## src/hdl/bir_pkg.sv

```systemverilog
// Shared types and codes for the bicubic image resampler.
// No dependencies; every other file imports this package.
package bir_pkg;

  localparam logic ACT_LOAD    = 1'b0;
  localparam logic ACT_COMPUTE = 1'b1;

  localparam logic [2:0] REG_SRC_WIDTH   = 3'd0;
  localparam logic [2:0] REG_SRC_HEIGHT  = 3'd1;
  localparam logic [2:0] REG_X_STEP      = 3'd2;
  localparam logic [2:0] REG_Y_STEP      = 3'd3;
  localparam logic [2:0] REG_SAMPLE_MODE = 3'd4;

  localparam int SIZE_W = 13;

  typedef logic [5:0]        coord_t;
  typedef logic signed [15:0] sample_t;
  typedef logic [20:0]       step_t;
  typedef logic [SIZE_W-1:0] size_t;

  // request to one axis weight unit
  typedef struct packed {
    logic   start;
    coord_t dst;
    step_t  step;
    size_t  size;
  } axis_req_t;

endpackage

```

## src/hdl/bir_axis.sv

```systemverilog
// Axis unit: source position, cubic-convolution weights and edge folding.
// Depends on bir_pkg; one shared multiplier steps through the cubic terms.
module bir_axis import bir_pkg::*; #(
  parameter int WF = 14
) (
  input  logic                 clk,
  input  logic                 rst_n,
  input  axis_req_t            req,
  output logic                 done,
  output size_t                base,
  output logic [3:0][WF+2:0]   wt
);

  localparam int W  = WF + 3;
  localparam int SH = 50 - WF;
  localparam int CW = 56;
  localparam logic signed [CW-1:0] HALF = CW'(1) <<< (SH - 1);
  localparam logic signed [CW-1:0] ONE50 = CW'(1) <<< 50;
  localparam logic signed [W-1:0]  ONE  = W'(1) <<< WF;

  localparam logic [3:0] ST_IDLE  = 4'd0;
  localparam logic [3:0] ST_POS   = 4'd1;
  localparam logic [3:0] ST_SPLIT = 4'd2;
  localparam logic [3:0] ST_T2    = 4'd3;
  localparam logic [3:0] ST_T3    = 4'd4;
  localparam logic [3:0] ST_U2    = 4'd5;
  localparam logic [3:0] ST_U3    = 4'd6;
  localparam logic [3:0] ST_W0    = 4'd7;
  localparam logic [3:0] ST_W1    = 4'd8;
  localparam logic [3:0] ST_W2    = 4'd9;
  localparam logic [3:0] ST_FOLD  = 4'd10;

  logic [3:0]  state_r;
  logic [32:0] mul_a;
  logic [20:0] mul_b;
  logic [53:0] mul_p;

  logic [27:0]          p_r;
  logic signed [13:0]   sx_r;
  logic [15:0]          t_r;
  logic [16:0]          u_r;
  logic [31:0]          t2_r;
  logic [47:0]          t3_r;
  logic [32:0]          u2_r;
  logic [48:0]          u3_r;
  logic signed [W-1:0]  a0_r, a1_r, a2_r;
  logic                 done_r;
  size_t                base_r;
  logic [3:0][W-1:0]    wt_r;

  logic signed [28:0]   num;
  logic signed [28:0]   pos;
  logic signed [CW-1:0] c0, c1, c2, inner;
  logic signed [13:0]   b_f;
  logic signed [13:0]   sz;
  logic signed [W-1:0]  f0, f1, f2, f3;

  function automatic logic signed [W-1:0] rnd(input logic signed [CW-1:0] c);
    logic signed [CW-1:0] s;
    s = (c + HALF) >>> SH;
    return s[W-1:0];
  endfunction

  always_comb begin
    mul_a = '0;
    mul_b = '0;
    case (state_r)
      ST_POS: begin
        mul_a = {26'd0, req.dst, 1'b1};
        mul_b = req.step;
      end
      ST_T2: begin
        mul_a = {17'd0, t_r};
        mul_b = {5'd0, t_r};
      end
      ST_T3: begin
        mul_a = {1'b0, t2_r};
        mul_b = {5'd0, t_r};
      end
      ST_U2: begin
        mul_a = {16'd0, u_r};
        mul_b = {4'd0, u_r};
      end
      ST_U3: begin
        mul_a = u2_r;
        mul_b = {4'd0, u_r};
      end
      default: begin
        mul_a = '0;
        mul_b = '0;
      end
    endcase
    mul_p = 54'(mul_a) * 54'(mul_b);
  end

  always_comb begin
    num = $signed({1'b0, p_r}) - 29'sd65536;
    pos = num >>> 1;
    inner = $signed(CW'(t3_r)) - $signed(CW'({t2_r, 17'd0}))
          + $signed(CW'({t_r, 32'd0}));
    c0 = -(inner + (inner <<< 1));
    c1 = $signed(CW'({t3_r, 2'd0})) + $signed(CW'(t3_r))
       - $signed(CW'({t2_r, 19'd0})) - $signed(CW'({t2_r, 16'd0})) + ONE50;
    c2 = $signed(CW'({u3_r, 2'd0})) + $signed(CW'(u3_r))
       - $signed(CW'({u2_r, 19'd0})) - $signed(CW'({u2_r, 16'd0})) + ONE50;
  end

  // fold the outer taps back inside the plane
  always_comb begin
    sz  = $signed({1'b0, req.size});
    b_f = sx_r;
    f0  = a0_r;
    f1  = a1_r;
    f2  = a2_r;
    f3  = ONE - a0_r - a1_r - a2_r;
    if (b_f <= -14'sd1) begin
      b_f = 14'sd1; f0 = ONE - f3; f1 = f3; f2 = '0; f3 = '0;
    end
    if (b_f == 14'sd0) begin
      b_f = 14'sd1; f0 = f0 + f1; f1 = f2; f2 = f3; f3 = '0;
    end
    if (b_f == sz - 14'sd2) begin
      b_f = sz - 14'sd3; f3 = f2 + f3; f2 = f1; f1 = f0; f0 = '0;
    end
    if (b_f >= sz - 14'sd1) begin
      b_f = sz - 14'sd3; f3 = ONE - f0; f2 = f0; f1 = '0; f0 = '0;
    end
  end

  always_ff @(posedge clk) begin
    if (!rst_n) begin
      state_r <= ST_IDLE;
      done_r  <= 1'b0;
    end else begin
      done_r <= 1'b0;
      unique case (state_r)
        ST_IDLE:  if (req.start) state_r <= ST_POS;
        ST_POS:   state_r <= ST_SPLIT;
        ST_SPLIT: state_r <= ST_T2;
        ST_T2:    state_r <= ST_T3;
        ST_T3:    state_r <= ST_U2;
        ST_U2:    state_r <= ST_U3;
        ST_U3:    state_r <= ST_W0;
        ST_W0:    state_r <= ST_W1;
        ST_W1:    state_r <= ST_W2;
        ST_W2:    state_r <= ST_FOLD;
        ST_FOLD: begin
          state_r <= ST_IDLE;
          done_r  <= 1'b1;
        end
        default:  state_r <= ST_IDLE;
      endcase
    end
  end

  always_ff @(posedge clk) begin
    case (state_r)
      ST_POS:   p_r <= mul_p[27:0];
      ST_SPLIT: begin
        sx_r <= {pos[28], pos[28:16]};
        t_r  <= pos[15:0];
        u_r  <= 17'd65536 - {1'b0, pos[15:0]};
      end
      ST_T2:    t2_r <= mul_p[31:0];
      ST_T3:    t3_r <= mul_p[47:0];
      ST_U2:    u2_r <= mul_p[32:0];
      ST_U3:    u3_r <= mul_p[48:0];
      ST_W0:    a0_r <= rnd(c0);
      ST_W1:    a1_r <= rnd(c1);
      ST_W2:    a2_r <= rnd(c2);
      ST_FOLD: begin
        base_r <= b_f[SIZE_W-1:0];
        wt_r   <= {f3, f2, f1, f0};
      end
      default: ;
    endcase
  end

  assign done = done_r;
  assign base = base_r;
  assign wt   = wt_r;

endmodule

```

## config.mk

```make
export PLATFORM = sky130hd
export DESIGN_NAME = bir_axis
export DESIGN_NICKNAME = d
export VERILOG_FILES = /design/src/hdl/bir_pkg.sv /design/src/hdl/bir_axis.sv
export SDC_FILE = /design/constraint.sdc
export NUM_CORES = 2
export LEC_CHECK = 0
export BUFFER_PORTS_ARGS = -buffer_cell sky130_fd_sc_hd__buf_2
export CAP_MARGIN = 10
export CORE_ASPECT_RATIO = 0.5
export CORE_UTILIZATION = 50
export DETAILED_ROUTE_END_ITERATION = 16
export PLACE_DENSITY = 0.66
export SYNTH_ARGS = -nofsm -noshare
export SYNTH_HDL_FRONTEND = slang
export SYNTH_SLANG_ARGS = --single-unit
```

## constraint.sdc

```tcl
create_clock -name clk -period 10.9 [get_ports clk]
set_input_delay 0.545 -clock clk [delete_from_list [all_inputs] [get_ports clk]]
set_output_delay 0.545 -clock clk [all_outputs]
set_load 0.005 [all_outputs]
```

==> impl_results.md <==
* Most used cell, CP: fa_1
* Clock skew at 0.07128 ns
* Final wirelength at 166.0 mm
* Slowest cell on the critical path: and2_1
* Max-Cap Viols at 0
* Distinct cell type count after synthesis at 103
* Final instance area at 0.05834 mm^2
* Endpoints failing hold at 0
* Post-synthesis sequential area ratio at 0.2032
* Die footprint at 0.1102 mm^2
* Starting Density at 0.5052
* Worst setup EP type: register
* Top delay family on crit path: adder cells
* Post-synth EDFFs at 365
* WP buf/inv at 4
* Nets at 7387
* CP Launch Type: register
* Critical Path RT at 11.27 ns
* Most heavily used metal layer in global routing: met2
* Met2 Track Usage GR at 0.4620
* Vias per std cell at 5.760
* LEAKAGE at 27.10 nW
* Crit Path Category: reg -> reg
* Vias post-DR at 43.15k
* Met1 GRT Util at 0.4506
* DRT antenna net count at 0
* CTS Hold Bufs at 0
* Combinational power share at 0.611
* RSZ-0062 raised after global routing: false
* Root buf cell: clkbuf_16
* Initial antenna violation count at 2
* Reg power frac at 0.227
* Peak Freq at 100.1 MHz
* Vias in the first global route at 43.60k
* DR pass1 iterations at 6
* Power density cells at 154.6 mW/mm^2
* Core Region at 0.1077 mm^2
* Wire per inst at 22.16 um
* Gr usage total at 0.3051
* Share of layout cells above drive strength 1 at 0.05103
* Hold/Removal Path Class: in -> reg
* CTS tree: built
* Crit Path Max Fanout at 20
* Yosys Warn Count at 0
* Ys async rst share at 0
* Fin cells at 7492
* #FFs+latches synth at 370
* Post-CTS Setup Bufs at 0
* Slowest stage delay, CP at 0.88 ns
* Placed cell areas at 0.05690 mm^2
* Clock Tree Buf Depth at 3
* Initial DRC count at 3716
* First-pass GRT wire length at 256.6 mm
* Commonest non-fill, non-tap cell in the layout: inv_1
* Worst slew margin at 0.1901
* Final setup vio count at 0
* WHS at 0.2542 ns
* Grt total ovfl at 0
* Outcome: complete, no violations
* Critical Path AT at 10.35 ns
* Worst IR Drop VDD at 0.1219 mV
* Largest net degree at the start of global routing at 102
* Post-Synthesis Cells at 5901
* Sink Count at 370
* H-tree depth at 2
* Gpl congestion at 0.9797
* Period Utilization, post-route at 0.9161
* Die Height at 235.3 um
* Hpwl dp at 137.7 mm
* CTS resizes at 0
* Final slew viol count at 0
* Setup TNS at 0 ns
* Clock group share of total power at 0.162
* Prevailing post-synth register cell: edfxtp_1
* Sw Pwr at 0.004098 W
* Fill cell count at 9715
* Post-Syn Area at 0.05442 mm^2
* I/O pin count at 125
* Slew @ Worst Pin at 1.206 ns
* Width of the chip at 468.6 um
* Most frequent cells in the layout: inv_1 (1039), fa_1 (691), nand2_1 (636), ha_1 (629), nor2_1 (512)
* Met3 GRT Util at 0.06783
* Final min period at 9.985 ns
* Placed insts at 7416
* Inserted Clock Buffers at 40
* Remaining DRCs at 0
* Std-Cell Rows at 85
* Clock slew seen by the registers of the worst setup and hold paths at 0.06 ns
* Int Pwr at 0.004920 W
* Port buffer count at 124
* Syn Area/Cell at 9.223 um^2
* Clock latency on the worst-skew pair at 0.62 ns
* Sw frac at 0.4545
* Area Overhead vs Synth at 7.205%
## synth_stat cells, types with 7 or more instances
library cell / instances / area [um^2]
inv_1: 1039 / 3900
fa_1: 691 / 13830
nand2_1: 636 / 2387
ha_1: 629 / 7870
nor2_1: 516 / 1937
edfxtp_1: 365 / 10960
a21oi_1: 280 / 1401
o21ai_0: 196 / 980.9
xnor2_1: 181 / 1585
clkbuf_1: 154 / 578.1
a21o_1: 126 / 945.9
xor2_1: 114 / 998.5
nand3_1: 80 / 400.4
nor3_1: 71 / 355.3
a22oi_1: 66 / 495.5
and2_1: 53 / 331.6
a211oi_1: 47 / 352.8
nor2b_1: 47 / 294.0
nand2b_1: 37 / 231.5
o21a_1: 36 / 270.3
nand4_1: 35 / 219.0
a31oi_1: 34 / 212.7
o21bai_1: 32 / 240.2
o211ai_1: 30 / 225.2
and3_1: 29 / 181.4
o31ai_1: 24 / 180.2
a211o_1: 23 / 201.4
nor4_1: 22 / 137.6
a22o_1: 20 / 175.2
buf_1: 20 / 75.07
or3_1: 20 / 125.1
and4_1: 16 / 140.1
or2_2: 13 / 81.33
mux2i_1: 11 / 110.1
a2111oi_0: 10 / 87.58
a221oi_1: 10 / 87.58
a221o_1: 9 / 90.09
buf_2: 9 / 45.04
nor3b_1: 9 / 67.56
o2111ai_1: 8 / 70.07
a311oi_1: 7 / 61.31
## worst paths after layout
check	startpoint	endpoint	slack [ns]	depth (start not counted)
max	state_r[3]	t3_r[42]	0.91	29
min	rst_n	state_r[1]	0.25	2
max reg2reg	state_r[3]	t3_r[42]	0.91	29
min reg2reg	p_r[4]	t_r[3]	0.50	0
## registers in the layout (all words and copies together), names as in the netlist
name and count:
wt 68, u3_r 49, t3_r 48, u2_r 33
t2_r 32, p_r 27, a0_r 17, a1_r 17
a2_r 17, t_r 16, u_r 16, base 13
sx_r 12, state_r 4, done 1
## final cells by class
| class | instances | area, um^2 | area share |
|---|---|---|---|
| multi-input cells | 4392 | 39110 | 0.6703 |
| clock inverters | 32 | 427.9 | 0.007334 |
| inverters | 1040 | 3904 | 0.06691 |
| clock buffers | 41 | 1005 | 0.01722 |
| repair buffers | 180 | 1041 | 0.01784 |
| flip-flops and latches | 370 | 11060 | 0.1896 |
| diodes | 2 | 5.005 | 0.00008578 |
| well taps | 1435 | 1795 | 0.03077 |
## metal layers
layer | wire, um | share of wire | up-vias
met5 | 15 | 0.000090 | -
met4 | 2776 | 0.017 | 2
met3 | 16150 | 0.097 | 169
met2 | 71060 | 0.43 | 1783
met1 | 76030 | 0.46 | 21480
li1 | - | - | 19720
## cells by family after synthesis
group | Yosys count | synth area share
and+or+nand+nor | 1622 | 0.1330
xor gates and xnor gates | 297 | 0.04819
buffers and inverters | 1227 | 0.08532
DFF | 370 | 0.2032
muxes | 14 | 0.002644
AOI/OAI and AO/OA | 1049 | 0.1287
adders and majority gates | 1320 | 0.3988
other | 2 | 0.0001380
## power by group through the flow
stage / Sequential, W / Clock, W / Combinational, W
2_1_floorplan: 0.00201 / 0 / 0.00386
3_3_place_gp: 0.00207 / 0 / 0.00525
3_5_place_dp: 0.00207 / 0 / 0.00535
4_1_cts: 0.00204 / 0.00148 / 0.00542
5_1_grt: 0.00205 / 0.00153 / 0.00609
6_report: 0.00205 / 0.00146 / 0.00551
## per-stage QoR
| step | setup WS, ns | power [W] | utilization |
|---|---|---|---|
| after floorplan | 1.261 | 0.005875 | - |
| after global placement | 1.340 | 0.007322 | 0.5281 |
| after detailed placement | 1.136 | 0.007426 | 0.5281 |
| after CTS | 1.107 | 0.008945 | 0.5414 |
| after global routing | 0.5106 | 0.009671 | 0.5415 |
| final | 0.9148 | 0.009018 | 0.5415 |
## worst register-to-register path, delay by kind of cell, from the launching register on
family	cells	cell delay, ns
adder cells (fa/ha/maj)	8	3.89
AO/OA/AOI/OAI	10	2.90
AND/OR/NAND/NOR	7	2.21
flip-flops	1	0.55
buffers and inverters	4	0.22
Power figures use the tool's default switching activity.
